`src/rtl/core/sensor_alert_priority_tracker_top_assert.svh`:
```
// Assertion macros shared by the sensor alert priority tracker modules.
`ifndef SENSOR_ALERT_PRIORITY_TRACKER_TOP_ASSERT_SVH
`define SENSOR_ALERT_PRIORITY_TRACKER_TOP_ASSERT_SVH

// Same-cycle implication, sampled on clk_i and disabled while rst_ni is low.
`define SAPT_ASSERT_IMP(label, ante, cons, msg) \
  label: assert property (@(posedge clk_i) disable iff (!rst_ni) (ante) |-> (cons)) \
    else $error(msg);

// Next-cycle implication, sampled on clk_i and disabled while rst_ni is low.
`define SAPT_ASSERT_NXT(label, ante, cons, msg) \
  label: assert property (@(posedge clk_i) disable iff (!rst_ni) (ante) |=> (cons)) \
    else $error(msg);

`endif

```
`src/rtl/core/sapt_pkg.sv`:
```
// Package with the types, constants and helper functions of the alert tracker.
package sapt_pkg;

  localparam int unsigned TIME_BITS   = 32;
  localparam int unsigned NUM_SENSORS = 6;
  localparam int unsigned CFG_W       = 16;
  localparam int unsigned NUM_REGS    = 3;
  localparam int unsigned REG_IDX_W   = 2;
  localparam int unsigned QUEUE_DEPTH = 2;
  localparam int unsigned QPTR_W      = (QUEUE_DEPTH > 1) ? $clog2(QUEUE_DEPTH) : 1;
  localparam int unsigned QCNT_W      = $clog2(QUEUE_DEPTH + 1);

  typedef logic [TIME_BITS-1:0] time_t;
  typedef logic [2:0]           sensor_t;
  typedef logic [2:0]           code_t;
  typedef logic [3:0]           tone_t;
  typedef logic [2:0]           count_t;
  typedef logic [CFG_W-1:0]     cfg_t;
  typedef logic [REG_IDX_W-1:0] reg_idx_t;

  // Register indexes on the configuration port.
  localparam reg_idx_t REG_NOTICE_HOLD  = 2'd0;
  localparam reg_idx_t REG_GEN_COOLDOWN = 2'd1;
  localparam reg_idx_t REG_SOIL_COOLDOWN = 2'd2;

  localparam cfg_t NOTICE_HOLD_RST   = 16'd1800;
  localparam cfg_t GEN_COOLDOWN_RST  = 16'd1200;
  localparam cfg_t SOIL_COOLDOWN_RST = 16'd1800;

  // Sensor numbers.
  localparam sensor_t SENS_TEMP     = 3'd0;
  localparam sensor_t SENS_HUMIDITY = 3'd1;
  localparam sensor_t SENS_LIGHT    = 3'd2;
  localparam sensor_t SENS_SOUND    = 3'd3;
  localparam sensor_t SENS_SOIL     = 3'd4;
  localparam sensor_t SENS_PROBE    = 3'd5;

  // Alert codes.
  localparam code_t CODE_OFF      = 3'd0;
  localparam code_t CODE_OK       = 3'd1;
  localparam code_t CODE_LOW      = 3'd2;
  localparam code_t CODE_HIGH     = 3'd3;
  localparam code_t CODE_CRITICAL = 3'd4;
  localparam code_t CODE_MOIST    = 3'd5;

  // Tone numbers.
  localparam tone_t TONE_NONE          = 4'd0;
  localparam tone_t TONE_TEMP_LOW      = 4'd1;
  localparam tone_t TONE_TEMP_HIGH     = 4'd2;
  localparam tone_t TONE_HUM_LOW       = 4'd3;
  localparam tone_t TONE_HUM_HIGH      = 4'd4;
  localparam tone_t TONE_LIGHT_LOW     = 4'd5;
  localparam tone_t TONE_LIGHT_HIGH    = 4'd6;
  localparam tone_t TONE_SOIL_LOW      = 4'd7;
  localparam tone_t TONE_SOIL_OK       = 4'd8;
  localparam tone_t TONE_SOIL_CRITICAL = 4'd9;
  localparam tone_t TONE_PROBE_LOW     = 4'd10;
  localparam tone_t TONE_PROBE_HIGH    = 4'd11;

  // Tie-break weight per sensor: larger wins. Order is soil, temp, humidity,
  // probe temp, light, sound.
  localparam logic [2:0] TIE_WEIGHT [NUM_SENSORS] = '{3'd4, 3'd3, 3'd1, 3'd0, 3'd5, 3'd2};

  // Work handed from the front to the back through the queue.
  typedef struct packed {
    logic                        changed;
    logic                        entered;
    logic                        exited;
    tone_t                       tone;
    logic                        refresh;
    time_t                       now;
    code_t [NUM_SENSORS-1:0]     codes;
  } job_t;

  function automatic logic is_active(code_t c);
    return (c == CODE_LOW) || (c == CODE_HIGH) || (c == CODE_CRITICAL) ||
           (c == CODE_MOIST);
  endfunction

  function automatic logic [1:0] severity(code_t c);
    logic [1:0] s;
    case (c)
      CODE_CRITICAL:         s = 2'd3;
      CODE_HIGH:             s = 2'd2;
      CODE_LOW, CODE_MOIST:  s = 2'd1;
      default:               s = 2'd0;
    endcase
    return s;
  endfunction

  // True when time a lies strictly before time b, modulo the time width.
  function automatic logic is_earlier(time_t a, time_t b);
    time_t d;
    d = a - b;
    return d[TIME_BITS-1];
  endfunction

  function automatic tone_t tone_for(sensor_t s, code_t c);
    tone_t t;
    t = TONE_NONE;
    case (s)
      SENS_TEMP: begin
        if (c == CODE_LOW) t = TONE_TEMP_LOW;
        else if (c == CODE_HIGH) t = TONE_TEMP_HIGH;
      end
      SENS_HUMIDITY: begin
        if (c == CODE_LOW) t = TONE_HUM_LOW;
        else if (c == CODE_HIGH) t = TONE_HUM_HIGH;
      end
      SENS_LIGHT: begin
        if (c == CODE_LOW) t = TONE_LIGHT_LOW;
        else if (c == CODE_HIGH) t = TONE_LIGHT_HIGH;
      end
      SENS_SOIL: begin
        if (c == CODE_LOW) t = TONE_SOIL_LOW;
        else if (c == CODE_OK) t = TONE_SOIL_OK;
        else if (c == CODE_CRITICAL) t = TONE_SOIL_CRITICAL;
      end
      SENS_PROBE: begin
        if (c == CODE_LOW) t = TONE_PROBE_LOW;
        else if (c == CODE_HIGH) t = TONE_PROBE_HIGH;
      end
      default: t = TONE_NONE;
    endcase
    return t;
  endfunction

endpackage

```
`src/rtl/core/sapt_if.sv`:
```
// Channel interfaces for the alert update input and the status result output.
interface sapt_in_if;
  logic              valid;
  logic              ready;
  sapt_pkg::sensor_t sensor_id;
  sapt_pkg::code_t   alert_code;
  logic              screen_switch;
  logic              sound_on;
  logic              refresh_summary;
  logic [31:0]       now_ms;

  modport source (output valid, sensor_id, alert_code, screen_switch, sound_on,
                  refresh_summary, now_ms, input ready);
  modport sink (input valid, sensor_id, alert_code, screen_switch, sound_on,
                refresh_summary, now_ms, output ready);
endinterface

interface sapt_out_if;
  logic              valid;
  logic              ready;
  logic              code_changed;
  logic              alert_entered;
  logic              alert_exited;
  logic              any_active;
  sapt_pkg::sensor_t top_sensor;
  sapt_pkg::code_t   top_code;
  sapt_pkg::count_t  others_active;
  logic              notice_shown;
  sapt_pkg::sensor_t notice_sensor;
  sapt_pkg::code_t   notice_code;
  sapt_pkg::count_t  notice_others;
  sapt_pkg::tone_t   tone_id;

  modport source (output valid, code_changed, alert_entered, alert_exited, any_active,
                  top_sensor, top_code, others_active, notice_shown,
                  notice_sensor, notice_code, notice_others, tone_id, input ready);
  modport sink (input valid, code_changed, alert_entered, alert_exited, any_active,
                top_sensor, top_code, others_active, notice_shown,
                notice_sensor, notice_code, notice_others, tone_id, output ready);
endinterface

```
`src/rtl/core/sapt_front.sv`:
```
// Front stage: accepts updates, keeps sensor codes and tone cooldowns.
`include "sensor_alert_priority_tracker_top_assert.svh"

module sapt_front (
  input  logic           clk_i,
  input  logic           rst_ni,
  sapt_in_if.sink        in_i,
  input  sapt_pkg::cfg_t gen_cooldown_i,
  input  sapt_pkg::cfg_t soil_cooldown_i,
  input  logic           push_ready_i,
  output logic           push_o,
  output sapt_pkg::job_t job_o
);

  sapt_pkg::code_t   codes_q [sapt_pkg::NUM_SENSORS];
  sapt_pkg::code_t   codes_d [sapt_pkg::NUM_SENSORS];
  sapt_pkg::time_t   last_tone_q [sapt_pkg::NUM_SENSORS];

  logic              accept;
  logic              id_ok;
  sapt_pkg::sensor_t idx;
  sapt_pkg::code_t   prev_code;
  sapt_pkg::time_t   now_t;
  sapt_pkg::time_t   last_t;
  sapt_pkg::time_t   elapsed;
  sapt_pkg::cfg_t    cooldown;
  logic              changed;
  logic              tone_ok;

  assign in_i.ready = push_ready_i;
  assign accept     = in_i.valid && push_ready_i;
  assign push_o     = accept;

  assign idx   = in_i.sensor_id;
  assign id_ok = (idx < sapt_pkg::sensor_t'(sapt_pkg::NUM_SENSORS));
  assign now_t = sapt_pkg::TIME_BITS'(in_i.now_ms);

  always_comb begin
    prev_code = sapt_pkg::CODE_OFF;
    last_t    = '0;
    for (int i = 0; i < sapt_pkg::NUM_SENSORS; i++) begin
      if (idx == sapt_pkg::sensor_t'(i)) begin
        prev_code = codes_q[i];
        last_t    = last_tone_q[i];
      end
    end
  end

  always_comb begin
    for (int i = 0; i < sapt_pkg::NUM_SENSORS; i++) begin
      codes_d[i] = (idx == sapt_pkg::sensor_t'(i)) ? in_i.alert_code : codes_q[i];
    end
  end

  assign changed  = id_ok && !in_i.screen_switch && (prev_code != in_i.alert_code);
  assign cooldown = (idx == sapt_pkg::SENS_SOIL) ? soil_cooldown_i : gen_cooldown_i;
  assign elapsed  = now_t - last_t;
  // A zero cooldown disables the tone altogether.
  assign tone_ok  = in_i.sound_on && changed && (idx != sapt_pkg::SENS_SOUND) &&
                    (cooldown != '0) && (elapsed >= sapt_pkg::TIME_BITS'(cooldown));

  always_comb begin
    job_o.changed = changed;
    job_o.entered = changed && (in_i.alert_code != sapt_pkg::CODE_OFF);
    job_o.exited  = changed && (prev_code != sapt_pkg::CODE_OFF) &&
                    (in_i.alert_code == sapt_pkg::CODE_OFF);
    job_o.tone    = tone_ok ? sapt_pkg::tone_for(idx, in_i.alert_code) : sapt_pkg::TONE_NONE;
    job_o.refresh = in_i.refresh_summary;
    job_o.now     = now_t;
    for (int i = 0; i < sapt_pkg::NUM_SENSORS; i++) begin
      job_o.codes[i] = codes_d[i];
    end
  end

  always_ff @(posedge clk_i or negedge rst_ni) begin
    if (!rst_ni) begin
      for (int i = 0; i < sapt_pkg::NUM_SENSORS; i++) begin
        codes_q[i]     <= sapt_pkg::CODE_OFF;
        last_tone_q[i] <= '0;
      end
    end else if (accept) begin
      for (int i = 0; i < sapt_pkg::NUM_SENSORS; i++) begin
        codes_q[i] <= codes_d[i];
        if (tone_ok && (idx == sapt_pkg::sensor_t'(i))) begin
          last_tone_q[i] <= now_t;
        end
      end
    end
  end

  `SAPT_ASSERT_IMP(a_tone_needs_change, job_o.tone != sapt_pkg::TONE_NONE, job_o.changed, "tone without a code change")
  `SAPT_ASSERT_IMP(a_sound_silent, idx == sapt_pkg::SENS_SOUND, job_o.tone == sapt_pkg::TONE_NONE, "sound sensor produced a tone")

endmodule

```
`src/rtl/core/sapt_queue.sv`:
```
// Short job queue between the front and back stages.
`include "sensor_alert_priority_tracker_top_assert.svh"

module sapt_queue (
  input  logic           clk_i,
  input  logic           rst_ni,
  input  logic           push_i,
  input  sapt_pkg::job_t job_i,
  output logic           ready_o,
  input  logic           pop_i,
  output logic           valid_o,
  output sapt_pkg::job_t job_o
);

  localparam logic [sapt_pkg::QPTR_W-1:0] LAST_PTR =
    sapt_pkg::QPTR_W'(sapt_pkg::QUEUE_DEPTH - 1);
  localparam logic [sapt_pkg::QCNT_W-1:0] FULL_CNT =
    sapt_pkg::QCNT_W'(sapt_pkg::QUEUE_DEPTH);

  sapt_pkg::job_t                entries_q [sapt_pkg::QUEUE_DEPTH];
  logic [sapt_pkg::QPTR_W-1:0]   wr_ptr_q, rd_ptr_q;
  logic [sapt_pkg::QCNT_W-1:0]   count_q;

  assign ready_o = (count_q != FULL_CNT);
  assign valid_o = (count_q != '0);
  assign job_o   = entries_q[rd_ptr_q];

  always_ff @(posedge clk_i) begin
    if (push_i) begin
      entries_q[wr_ptr_q] <= job_i;
    end
  end

  always_ff @(posedge clk_i or negedge rst_ni) begin
    if (!rst_ni) begin
      wr_ptr_q <= '0;
      rd_ptr_q <= '0;
      count_q  <= '0;
    end else begin
      if (push_i) begin
        wr_ptr_q <= (wr_ptr_q == LAST_PTR) ? '0 : wr_ptr_q + 1'b1;
      end
      if (pop_i) begin
        rd_ptr_q <= (rd_ptr_q == LAST_PTR) ? '0 : rd_ptr_q + 1'b1;
      end
      if (push_i && !pop_i) begin
        count_q <= count_q + 1'b1;
      end else if (pop_i && !push_i) begin
        count_q <= count_q - 1'b1;
      end
    end
  end

  `SAPT_ASSERT_IMP(a_count_bound, 1'b1, count_q <= FULL_CNT, "queue count above depth")
  `SAPT_ASSERT_IMP(a_no_overflow, push_i, ready_o, "push into a full queue")

endmodule

```
`src/rtl/core/sapt_back.sv`:
```
// Back stage: ranks active alerts, tracks the entry notice, registers results.
`include "sensor_alert_priority_tracker_top_assert.svh"

module sapt_back (
  input  logic           clk_i,
  input  logic           rst_ni,
  input  logic           valid_i,
  input  sapt_pkg::job_t job_i,
  output logic           pop_o,
  input  sapt_pkg::cfg_t notice_hold_i,
  sapt_out_if.source     out_o
);

  logic              sum_active_q, sum_active_d;
  sapt_pkg::sensor_t sum_sensor_q, sum_sensor_d;
  sapt_pkg::code_t   sum_code_q, sum_code_d;
  sapt_pkg::count_t  sum_others_q, sum_others_d;
  logic              note_active_q, note_active_d;
  sapt_pkg::sensor_t note_sensor_q, note_sensor_d;
  sapt_pkg::code_t   note_code_q, note_code_d;
  sapt_pkg::count_t  note_others_q, note_others_d;
  sapt_pkg::time_t   note_deadline_q, note_deadline_d;

  logic              out_valid_q;
  logic              changed_q, entered_q, exited_q, shown_q;
  sapt_pkg::tone_t   tone_q;

  logic              act;
  sapt_pkg::sensor_t best_sensor;
  sapt_pkg::code_t   best_code;
  logic [4:0]        best_key;
  logic [4:0]        key;
  sapt_pkg::count_t  active_cnt;
  logic              primary_moved;

  assign pop_o = valid_i && (!out_valid_q || out_o.ready);

  // Ranking key is severity above the fixed sensor tie-break weight.
  always_comb begin
    act         = 1'b0;
    best_sensor = sapt_pkg::SENS_TEMP;
    best_code   = sapt_pkg::CODE_OFF;
    best_key    = '0;
    active_cnt  = '0;
    key         = '0;
    for (int i = 0; i < sapt_pkg::NUM_SENSORS; i++) begin
      key = {sapt_pkg::severity(job_i.codes[i]), sapt_pkg::TIE_WEIGHT[i]};
      if (sapt_pkg::is_active(job_i.codes[i])) begin
        active_cnt = active_cnt + 3'd1;
        if (!act || (key > best_key)) begin
          best_key    = key;
          best_sensor = sapt_pkg::sensor_t'(i);
          best_code   = job_i.codes[i];
        end
        act = 1'b1;
      end
    end
  end

  assign primary_moved = (act != sum_active_q) || (best_sensor != sum_sensor_q) ||
                         (best_code != sum_code_q);

  always_comb begin
    sum_active_d    = sum_active_q;
    sum_sensor_d    = sum_sensor_q;
    sum_code_d      = sum_code_q;
    sum_others_d    = sum_others_q;
    note_active_d   = note_active_q;
    note_sensor_d   = note_sensor_q;
    note_code_d     = note_code_q;
    note_others_d   = note_others_q;
    note_deadline_d = note_deadline_q;
    if (job_i.refresh) begin
      sum_active_d = act;
      sum_sensor_d = best_sensor;
      sum_code_d   = best_code;
      sum_others_d = act ? active_cnt - 3'd1 : '0;
      if (act && primary_moved) begin
        note_active_d   = 1'b1;
        note_sensor_d   = best_sensor;
        note_code_d     = best_code;
        note_others_d   = act ? active_cnt - 3'd1 : '0;
        note_deadline_d = job_i.now + sapt_pkg::TIME_BITS'(notice_hold_i);
      end else if (!(act && note_active_q &&
                     sapt_pkg::is_earlier(job_i.now, note_deadline_q))) begin
        note_active_d   = 1'b0;
        note_sensor_d   = '0;
        note_code_d     = '0;
        note_others_d   = '0;
        note_deadline_d = '0;
      end
    end
  end

  always_ff @(posedge clk_i or negedge rst_ni) begin
    if (!rst_ni) begin
      sum_active_q    <= 1'b0;
      sum_sensor_q    <= sapt_pkg::SENS_TEMP;
      sum_code_q      <= sapt_pkg::CODE_OFF;
      sum_others_q    <= '0;
      note_active_q   <= 1'b0;
      note_sensor_q   <= '0;
      note_code_q     <= '0;
      note_others_q   <= '0;
      note_deadline_q <= '0;
      out_valid_q     <= 1'b0;
    end else begin
      if (pop_o) begin
        sum_active_q    <= sum_active_d;
        sum_sensor_q    <= sum_sensor_d;
        sum_code_q      <= sum_code_d;
        sum_others_q    <= sum_others_d;
        note_active_q   <= note_active_d;
        note_sensor_q   <= note_sensor_d;
        note_code_q     <= note_code_d;
        note_others_q   <= note_others_d;
        note_deadline_q <= note_deadline_d;
        out_valid_q     <= 1'b1;
      end else if (out_o.ready) begin
        out_valid_q <= 1'b0;
      end
    end
  end

  always_ff @(posedge clk_i) begin
    if (pop_o) begin
      changed_q <= job_i.changed;
      entered_q <= job_i.entered;
      exited_q  <= job_i.exited;
      tone_q    <= job_i.tone;
      shown_q   <= note_active_d && sapt_pkg::is_earlier(job_i.now, note_deadline_d);
    end
  end

  // Summary and notice fields come straight from the state registers.
  assign out_o.valid          = out_valid_q;
  assign out_o.code_changed   = changed_q;
  assign out_o.alert_entered  = entered_q;
  assign out_o.alert_exited   = exited_q;
  assign out_o.any_active     = sum_active_q;
  assign out_o.top_sensor     = sum_sensor_q;
  assign out_o.top_code       = sum_code_q;
  assign out_o.others_active  = sum_others_q;
  assign out_o.notice_shown   = shown_q;
  assign out_o.notice_sensor  = note_sensor_q;
  assign out_o.notice_code    = note_code_q;
  assign out_o.notice_others  = note_others_q;
  assign out_o.tone_id        = tone_q;

  `SAPT_ASSERT_IMP(a_idle_summary, !sum_active_q, (sum_sensor_q == sapt_pkg::SENS_TEMP) && (sum_code_q == sapt_pkg::CODE_OFF) && !note_active_q, "inactive summary not cleared")
  `SAPT_ASSERT_NXT(a_hold_result, out_valid_q && !out_o.ready, out_valid_q, "pending result dropped")

endmodule

```
`src/rtl/core/sensor_alert_priority_tracker_top.sv`:
```
// Top level of the sensor alert priority tracker: configuration and stage wiring.
//
// Each input transaction carries one sensor's new alert code with a millisecond
// timestamp and produces exactly one result transaction. The block takes one
// transaction per clock cycle while the queue has room; its result passes through
// the queue and the output register. The front stage updates the six stored
// codes and the per-sensor tone cooldown stamps in the cycle the transaction is
// accepted, so the next transaction can follow in the very next cycle. A two-entry
// queue carries the update, along with a snapshot of all six codes, to the back
// stage, which ranks the active alerts, maintains the primary summary and the
// timed entry notice, and holds the result in an output register. Either side
// may stall on its own: the input is accepted while the queue has room, even when
// a finished result is still waiting. Configuration registers (notice hold,
// general and soil cooldowns, in milliseconds) are written through the plain write
// port and should only change while no transaction is in flight. Timestamps wrap;
// the notice deadline test uses the sign of the wrapped difference.

module sensor_alert_priority_tracker_top (
  input  logic               clk_i,
  input  logic               rst_ni,
  sapt_in_if.sink            in_i,
  sapt_out_if.source         out_o,
  input  logic               cfg_we_i,
  input  sapt_pkg::reg_idx_t cfg_idx_i,
  input  sapt_pkg::cfg_t     cfg_wdata_i
);

  sapt_pkg::cfg_t notice_hold_q;
  sapt_pkg::cfg_t gen_cooldown_q;
  sapt_pkg::cfg_t soil_cooldown_q;

  logic           push;
  logic           push_ready;
  sapt_pkg::job_t front_job;
  logic           pop;
  logic           queue_valid;
  sapt_pkg::job_t queue_job;

  // Configuration registers; a write to an unused index is dropped.
  always_ff @(posedge clk_i or negedge rst_ni) begin
    if (!rst_ni) begin
      notice_hold_q   <= sapt_pkg::NOTICE_HOLD_RST;
      gen_cooldown_q  <= sapt_pkg::GEN_COOLDOWN_RST;
      soil_cooldown_q <= sapt_pkg::SOIL_COOLDOWN_RST;
    end else if (cfg_we_i) begin
      case (cfg_idx_i)
        sapt_pkg::REG_NOTICE_HOLD:   notice_hold_q   <= cfg_wdata_i;
        sapt_pkg::REG_GEN_COOLDOWN:  gen_cooldown_q  <= cfg_wdata_i;
        sapt_pkg::REG_SOIL_COOLDOWN: soil_cooldown_q <= cfg_wdata_i;
        default: ;
      endcase
    end
  end

  // Front stage: code store, change events and tone cooldown.
  sapt_front u_front (
    .clk_i           (clk_i),
    .rst_ni          (rst_ni),
    .in_i            (in_i),
    .gen_cooldown_i  (gen_cooldown_q),
    .soil_cooldown_i (soil_cooldown_q),
    .push_ready_i    (push_ready),
    .push_o          (push),
    .job_o           (front_job)
  );

  // Decoupling queue between the stages.
  sapt_queue u_queue (
    .clk_i   (clk_i),
    .rst_ni  (rst_ni),
    .push_i  (push),
    .job_i   (front_job),
    .ready_o (push_ready),
    .pop_i   (pop),
    .valid_o (queue_valid),
    .job_o   (queue_job)
  );

  // Back stage: ranking, summary, entry notice and the output register.
  sapt_back u_back (
    .clk_i         (clk_i),
    .rst_ni        (rst_ni),
    .valid_i       (queue_valid),
    .job_i         (queue_job),
    .pop_o         (pop),
    .notice_hold_i (notice_hold_q),
    .out_o         (out_o)
  );

endmodule
```
`src/flat_wrapper.sv`:
```
// flat-port wrapper written by rule: the top's interface ports become plain ports
module sensor_alert_priority_tracker_top_flat 
  (clk_i, rst_ni, cfg_we_i, cfg_idx_i, cfg_wdata_i, in_i_valid, in_i_sensor_id, in_i_alert_code, in_i_screen_switch, in_i_sound_on, in_i_refresh_summary, in_i_now_ms, in_i_ready, out_o_valid, out_o_code_changed, out_o_alert_entered, out_o_alert_exited, out_o_any_active, out_o_top_sensor, out_o_top_code, out_o_others_active, out_o_notice_shown, out_o_notice_sensor, out_o_notice_code, out_o_notice_others, out_o_tone_id, out_o_ready);
  sapt_in_if in_i_i ();
  sapt_out_if out_o_i ();
  input  logic clk_i;
  input  logic rst_ni;
  input  logic cfg_we_i;
  input  sapt_pkg::reg_idx_t cfg_idx_i;
  input  sapt_pkg::cfg_t cfg_wdata_i;
  input wire logic [$bits(in_i_i.valid)-1:0] in_i_valid;
  input wire logic [$bits(in_i_i.sensor_id)-1:0] in_i_sensor_id;
  input wire logic [$bits(in_i_i.alert_code)-1:0] in_i_alert_code;
  input wire logic [$bits(in_i_i.screen_switch)-1:0] in_i_screen_switch;
  input wire logic [$bits(in_i_i.sound_on)-1:0] in_i_sound_on;
  input wire logic [$bits(in_i_i.refresh_summary)-1:0] in_i_refresh_summary;
  input wire logic [$bits(in_i_i.now_ms)-1:0] in_i_now_ms;
  output wire logic [$bits(in_i_i.ready)-1:0] in_i_ready;
  output wire logic [$bits(out_o_i.valid)-1:0] out_o_valid;
  output wire logic [$bits(out_o_i.code_changed)-1:0] out_o_code_changed;
  output wire logic [$bits(out_o_i.alert_entered)-1:0] out_o_alert_entered;
  output wire logic [$bits(out_o_i.alert_exited)-1:0] out_o_alert_exited;
  output wire logic [$bits(out_o_i.any_active)-1:0] out_o_any_active;
  output wire logic [$bits(out_o_i.top_sensor)-1:0] out_o_top_sensor;
  output wire logic [$bits(out_o_i.top_code)-1:0] out_o_top_code;
  output wire logic [$bits(out_o_i.others_active)-1:0] out_o_others_active;
  output wire logic [$bits(out_o_i.notice_shown)-1:0] out_o_notice_shown;
  output wire logic [$bits(out_o_i.notice_sensor)-1:0] out_o_notice_sensor;
  output wire logic [$bits(out_o_i.notice_code)-1:0] out_o_notice_code;
  output wire logic [$bits(out_o_i.notice_others)-1:0] out_o_notice_others;
  output wire logic [$bits(out_o_i.tone_id)-1:0] out_o_tone_id;
  input wire logic [$bits(out_o_i.ready)-1:0] out_o_ready;
  assign in_i_i.valid = in_i_valid;
  assign in_i_i.sensor_id = in_i_sensor_id;
  assign in_i_i.alert_code = in_i_alert_code;
  assign in_i_i.screen_switch = in_i_screen_switch;
  assign in_i_i.sound_on = in_i_sound_on;
  assign in_i_i.refresh_summary = in_i_refresh_summary;
  assign in_i_i.now_ms = in_i_now_ms;
  assign in_i_ready = in_i_i.ready;
  assign out_o_valid = out_o_i.valid;
  assign out_o_code_changed = out_o_i.code_changed;
  assign out_o_alert_entered = out_o_i.alert_entered;
  assign out_o_alert_exited = out_o_i.alert_exited;
  assign out_o_any_active = out_o_i.any_active;
  assign out_o_top_sensor = out_o_i.top_sensor;
  assign out_o_top_code = out_o_i.top_code;
  assign out_o_others_active = out_o_i.others_active;
  assign out_o_notice_shown = out_o_i.notice_shown;
  assign out_o_notice_sensor = out_o_i.notice_sensor;
  assign out_o_notice_code = out_o_i.notice_code;
  assign out_o_notice_others = out_o_i.notice_others;
  assign out_o_tone_id = out_o_i.tone_id;
  assign out_o_i.ready = out_o_ready;
  sensor_alert_priority_tracker_top u_core (.clk_i(clk_i), .rst_ni(rst_ni), .in_i(in_i_i), .out_o(out_o_i), .cfg_we_i(cfg_we_i), .cfg_idx_i(cfg_idx_i), .cfg_wdata_i(cfg_wdata_i));
endmodule
```
`config.mk`:
```
export PLATFORM = sky130hd
export DESIGN_NAME = sensor_alert_priority_tracker_top_flat
export DESIGN_NICKNAME = d
export VERILOG_FILES = /design/src/rtl/core/sapt_pkg.sv /design/src/rtl/core/sapt_if.sv /design/src/rtl/core/sapt_front.sv /design/src/rtl/core/sapt_queue.sv /design/src/rtl/core/sapt_back.sv /design/src/rtl/core/sensor_alert_priority_tracker_top.sv /design/src/flat_wrapper.sv
export VERILOG_INCLUDE_DIRS = /design/src /design/src/rtl/core
export SDC_FILE = /design/constraint.sdc
export NUM_CORES = 1
export LEC_CHECK = 0
export BUFFER_PORTS_ARGS = -buffer_cell sky130_fd_sc_hd__clkbuf_2
export CAP_MARGIN = 10
export CORE_MARGIN = 3
export CORE_UTILIZATION = 45
export DETAILED_ROUTE_END_ITERATION = 10
export PLACE_DENSITY = 0.68
export SYNTH_ARGS = -nofsm -noshare
export SYNTH_HDL_FRONTEND = slang
export SYNTH_SLANG_ARGS = --single-unit
```
`constraint.sdc`:
```
create_clock -name clk_i -period 14.85 [get_ports clk_i]
set_input_delay 0.7425 -clock clk_i [delete_from_list [all_inputs] [get_ports clk_i]]
set_output_delay 0.7425 -clock clk_i [all_outputs]
set_load 0.1 [all_outputs]
```
* Word level (Yosys, flattened, before mapping) *
Memory sizes are Yosys's and may differ from the RTL's.
Cells that the tools add are included.

operators by class
  add/sub/neg operators = 14
  multipliers = 0
  divide/modulo/power cells = 0
  magnitude comparators = 7
  eq/ne operators = 42
  shift operators = 0
  mux-type cells = 99
  bitwise gates (word level) = 0
  reduce and logical (&&, ||, !) cells = 84

operators by type and width
  kind                                            count
  two-way mux 32 bit                              9
  two-way mux 3 bit                               45
  subtractor 32 bit                               3
  == test 3 x 2 -> 1 bit (second input constant)  16
  == test 3 bit (second input constant)           15
  two-way mux 5 bit                               9
  case mux 2 bit (3 select lines)                 6
  adder 32 x 16 -> 32 bit                         1
  >= comparator 32 x 16 -> 1 bit                  1
  logical OR 1 bit                                26
  > comparator 5 bit                              5
  two-way mux 4 bit                               6
  logical AND 1 bit                               23
  case mux 4 bit (5 select lines)                 1
  AND reduction 2 bit                             10
  two-way mux 1 bit                               18
  two-way mux 16 bit                              1
  nonzero test 16 bit                             1
  adder 3 x 1 -> 3 bit (second input constant)    5
  OR reduction 2 bit                              6
  logical NOT 1 bit                               9
  != test 3 bit                                   3
  two-way mux 2 bit                               4
  == test 3 x 1 -> 1 bit (second input constant)  2
  15 further kinds                                21

word-level totals
  register bits = 323
  latch bits = 0
  memory bits (writable) = 116
  ROM bits = 0
  input bits = 64
  output and inout bits = 29
  word-level logic and storage cells = 280
  memories kept = 1

memories
  name                      words  bits a word  rd ports  clocked after Yosys merged registers in  wr ports  line              source
  u_core.u_queue.entries_q  2      58           1         0                                        1         sapt_queue.sv:20  sapt_pkg::job_t entries_q [sapt_pkg::QUEUE_DEPTH];

* Logic depth before layout (Yosys ltp) *
An unclocked memory read counts as a cell.

  depth after elaboration = 34
  mapped depth = 56
  gate-level depth less buffers = 51

* Cells and area by module *
From an unflattened synthesis, not the netlist that was laid out.

unflattened totals
  cells, all modules = 2230
  area, all modules = 26021.2 um^2

by module, submodules not included
  module                             instances  cells each  area an instance (um^2)  sequential area each (um^2)
  sapt_front                         1          1134        13222.7                  5255.0
  sapt_back                          1          797         6547.5                   1566.5
  sapt_queue                         1          197         4420.5                   3583.4
  sensor_alert_priority_tracker_top  1          102         1830.5                   1216.2

* Worst setup path after synthesis *
OpenSTA, ideal clock, no wires.

  kind = reg2reg
  start = register u_core.u_queue.rd_ptr_q
  end = register u_core.u_back.shown_q (netlist: u_core.u_back.out_o.notice_shown), data pin
  setup time = 0.265 ns
  data arrival time = 11.132 ns
  required time = 14.585 ns
  path slack = 3.453 ns
  stages on the path, launching flop included = 55
  path buffers = 11
  clock period less this slack = 11.397 ns
  cells stage by stage = dfrtp_1 -> buf_4 -> buf_4 -> buf_4 -> buf_4 -> buf_2 -> buf_4 -> buf_1 -> clkbuf_1 -> clkbuf_1 -> o211ai_1 -> o21a_1 -> ha_1 -> a21o_1 -> a211o_1 -> nand2_1 -> o21ai_0 -> ha_1 -> [... 19 more ...] -> nand4_2 -> o21ai_2 -> clkbuf_1 -> a22oi_1 -> ha_1 -> a21o_1 -> a21o_1 -> a21o_1 -> a21o_1 -> a21o_1 -> a21o_1 -> a21oi_1 -> or3_1 -> a31oi_1 -> a2111oi_0 -> o21ai_0 -> xnor2_1 -> a211oi_1

between the ends
  word-level cells in the longest chain between the ends = 34
  elaborated cells on any way between the ends = 124
  those cells by class = add/sub (3); order compare (5); eq/ne (27); mux (48); reduce/logical (40); memory (1)

RTL lines
  item                                                         line              source
  start: declaration                                           sapt_queue.sv:21  logic [sapt_pkg::QPTR_W-1:0] wr_ptr_q, rd_ptr_q;
  start signal: assignment                                     sapt_queue.sv:44  rd_ptr_q <= (rd_ptr_q == LAST_PTR) ? '0 : rd_ptr_q + 1'b1;
  memory (2 x 58 bit) *                                        --
  branches (longest 32 deep; another with > comparator 5 bit)  --
  logical AND 1 bit *                                          sapt_back.sv:131  shown_q <= note_active_d && sapt_pkg::is_earlier(job_i.now, note_deadline_d);
  end signal: assignment                                       sapt_back.sv:131
  end: declaration                                             sapt_back.sv:25   logic changed_q, entered_q, exited_q, shown_q;

Every way passes the cells marked *.
A chain may end at the register's enable or synchronous reset.

* Worst setup path after layout *
Ends and elaborated chain as after synthesis.

==> results.py <==
metrics = {
    "clocking": {
        "clk_pin_slew_worst_paths_ps": 60,
        "htreeDepth": 2,
        "cts_sinks": 439,
        "post_cts_buffers": 0,
        "post_cts_resized": 0,
        "clockBufferDepth": 3,
        "cts-root-buf": "clkbuf_16",
        "cts_tree": "built",
        "cts_made_buffers": 46,
        "clk_latency_ps": 590,
        "cts_hold_buf": 0,
    },
    "drt": {
        "vias": 17100,
        "vias_per_cell": 5.96,
        "routed_wl_um": 61400,
        "wl_per_cell_um": 21.4,
        "ant_nets": 0,
        "drt_iter0_drc": 1141,
        "firstDrtPassIters": 7,
        "drc": 0,
    },
    "floorplanning": {
        "io_pins": 93,
        "core_area_um2": 53200,
        "rows": 84,
        "start_util_pct": 46.1,
        "die_h_um": 239,
        "dieArea_um2": 57300,
        "die_width_um": 239,
    },
    "min_path": {
        "hp-class": "in2async",
    },
    "synth": {
        "ys_seq_area_share_pct": 47.4,
        "synthDistinctLibCells": 90,
        "synth.top_cells.by_count": "303 x dfrtp_1, 266 x mux2_2, 140 x ha_1, 124 x edfxtp_1, 122 x nand2_1",
        "synth.most_common_cell": "dfrtp_1",
        "synth.cell_area_um2": 24500,
        "syn_avg_cell_area_um2": 11.6,
        "synth_cells": 2105,
        "synth_area_leaders": "dfrtp_1 31%, edfxtp_1 15%, mux2_2 12%",
        "yosysTopAreaCell": "dfrtp_1",
        "synthFlopType": "dfrtp_1",
        "yosys_warnings": 0,
        "synth_seq_cells": 439,
        "synth_nets": 2311,
        "synth_edf_count": 124,
        "async_reset_ff_share_pct": 71.8,
        "yosysTopAreaCellShare_pct": 30.9,
    },
    "worst_setup_path": {
        "cp_max_fo": 47,
        "cp-start-kind": "register",
        "critPathCaptureType": "register",
        "slowest_stage": "dfrtp_4",
        "crit_type": "reg2reg",
        "crit_arrival_ps": 13200,
        "critPathMaxStageDelay_ps": 760,
        "worst_ep_required_time_ps": 15270,
    },
    "sta": {
        "period_share_pct": 86.0,
        "rsz0062_at_grt": "false",
        "period_minus_slack_ps": 12770,
        "drv_slew": 0,
        "relSlewSlack_pct": 23.8,
        "finalSetupTns_ps": 0,
        "hold_ws_ps": 233,
        "worst_slack_ps": 2080,
        "hold_violations": 0,
        "fmaxAchievable_mhz": 78.3,
        "worst_pin_slew_ps": 1140,
        "clock-skew-final_ps": 30.8,
        "setup_viol_count_final": 0,
    },
    "place": {
        "dp_slack_ps": 2360,
        "dpl_cell_area_um2": 25500,
        "numPortBuffers": 92,
        "placedCellCount": 2786,
        "place.gp.congestion": 0.905,
        "dp_hpwl_um": 43200,
    },
    "global_routing": {
        "track_usage_pct": 21.6,
        "first_global_vias": 17800,
        "grt_pass1_wl_um": 98400,
        "antenna_found_initial": 1,
        "grt_max_degree": 117,
        "grt-ovfl-total": 0,
    },
    "cells_and_area": {
        "fin_nets": 2352,
        "final_cell_area_um2": 27000,
        "antennaDiodeCount": 0,
        "syn_to_final_growth_pct": 10.0,
        "drive_gt1_share_pct": 24.5,
        "fin_cells": 2871,
        "fillerInstances": 4593,
    },
    "power": {
        "p_per_area_nw_per_um2": 224,
        "peakVddDrop_mv": 0.151,
        "power.leakage_nw": 11.8,
        "p_clk_share_pct": 18.8,
        "share_comb_of_total_power_pct": 51.1,
        "switching_share_pct": 42.4,
        "sequentialPowerShare_pct": 30.1,
        "power_switching_mw": 2.56,
        "p_int_mw": 3.47,
    },
    "run_status": {
        "status": "finished clean",
    },
    "job": {
        "cap_violations": 0,
    },
}
metrics by stage:
stage	power, mW	util [%]
2_1_floorplan	4.18	-
3_3_place_gp	4.76	47.9
3_5_place_dp	4.88	47.9
4_1_cts	6.04	50.7
5_1_grt	6.47	50.7
6_report	6.03	50.7
layout make-up:
type	instances	area, um^2	share of cell area, %
multi-input combinational	1461	12000	44.6
sequential	439	11600	43.1
clock buffer	62	1260	4.68
tap	688	861	3.19
timing repair buffer	118	666	2.47
inverter	80	300	1.11
clock inverter	23	216	0.803
power by group through the flow:
stage | Sequential (mW) | Combinational, mW | Clock (mW)
after global routing | 1.85 | 3.41 | 1.21
after CTS | 1.81 | 3.07 | 1.16
after detailed placement | 1.83 | 3.04 | 0
after global placement | 1.82 | 2.94 | 0
after floorplan | 2.00 | 2.18 | 0
final | 1.82 | 3.08 | 1.13
cells by family after synthesis:
logic type               count (synthesis)  synth area share [%]
AO/OA/AOI/OAI                          478                  14.1
flip-flops                             439                  47.4
AND/OR/NAND/NOR                        419                  8.46
multiplexers                           353                  16.6
buffers and inverters                  205                  3.74
adder cells (fa/ha/maj)                142                  7.31
XOR/XNOR                                69                  2.46
worst max-delay path: cells and delay by family (launching register included):
| kind | cells | cell delay (ps) |
|---|---|---|
| AO/OA/AOI/OAI | 26 | 5920 |
| AND/OR/NAND/NOR | 10 | 2200 |
| adder cells (fa/ha/maj) | 6 | 1870 |
| multiplexers | 3 | 1130 |
| flip-flops | 1 | 760 |
| XOR/XNOR | 2 | 360 |
| buffers and inverters | 1 | 350 |
layout by cell type (no fill, tap or decap), types with 12 or more instances in the layout:
master	synthesis	final
dfrtp_1	303	302
a21o_1	43	43
nor3_1	19	19
a22o_1	56	56
nor2b_1	20	19
inv_1	80	80
mux2_2	266	266
a32o_1	16	16
mux2i_1	52	52
buf_4	7	26
dfstp_2	12	12
a221oi_1	24	24
a21oi_1	75	75
mux2_4	31	31
ha_1	140	140
a22oi_1	45	45
o21ai_0	91	91
nand3_1	26	26
clkbuf_2	1	90
nor2_1	109	102
xor2_1	28	28
nand2_1	122	122
nand2b_1	29	29
clkbuf_1	84	12
edfxtp_1	124	124
a31oi_1	17	17
nand4_1	21	21
clkbuf_16	0	47
xnor2_1	41	41
o21a_1	14	14
path summary, 6_finish.rpt:
kind / end / cells after the start / start / slack [ps]
setup / recovery: u_core.u_back.out_o.notice_shown / 48 / u_core.u_queue.rd_ptr_q / 2080
hold / removal: u_core.u_front.last_tone_q[166] / 1 / rst_ni / 230
setup reg to reg: u_core.u_back.out_o.notice_shown / 48 / u_core.u_queue.rd_ptr_q / 2080
hold reg to reg: u_core.u_front.last_tone_q[72] / 0 / u_core.u_front.last_tone_q[72] / 370
max in group asynchronous: u_core.u_back.note_deadline_q[25] / 3 / rst_ni / 12410
min in group clk_i: u_core.u_front.last_tone_q[72] / 0 / u_core.u_front.last_tone_q[72] / 370
flip-flops by register name, indices dropped and copies added, names as in the netlist, 2 cells and up:
signal and cells:
u_core.u_queue.entries_q 116, u_core.notice_hold_q 16, u_core.u_back.out_o.notice_code 3, u_core.u_back.out_o.top_sensor 3, u_core.u_front.last_tone_q 192, u_core.u_front.codes_q 18
u_core.gen_cooldown_q 16, u_core.u_back.out_o.notice_others 3, u_core.u_back.out_o.others_active 3, u_core.u_back.out_o.notice_sensor 3, u_core.u_back.out_o.top_code 3, u_core.u_back.note_deadline_q 32
u_core.u_queue.count_q 2, u_core.u_back.out_o.tone_id 4, u_core.soil_cooldown_q 16
routing by layer:
layer  GRT usage (%)  up-vias  routed length, um
li1                -     7904                  -
met1            29.4     8623              27600
met2            35.6      480              28800
met3            3.80      115               3300
met4            6.56        0               1690
met5               0        -                  0
Power figures use the tool's default switching activity.
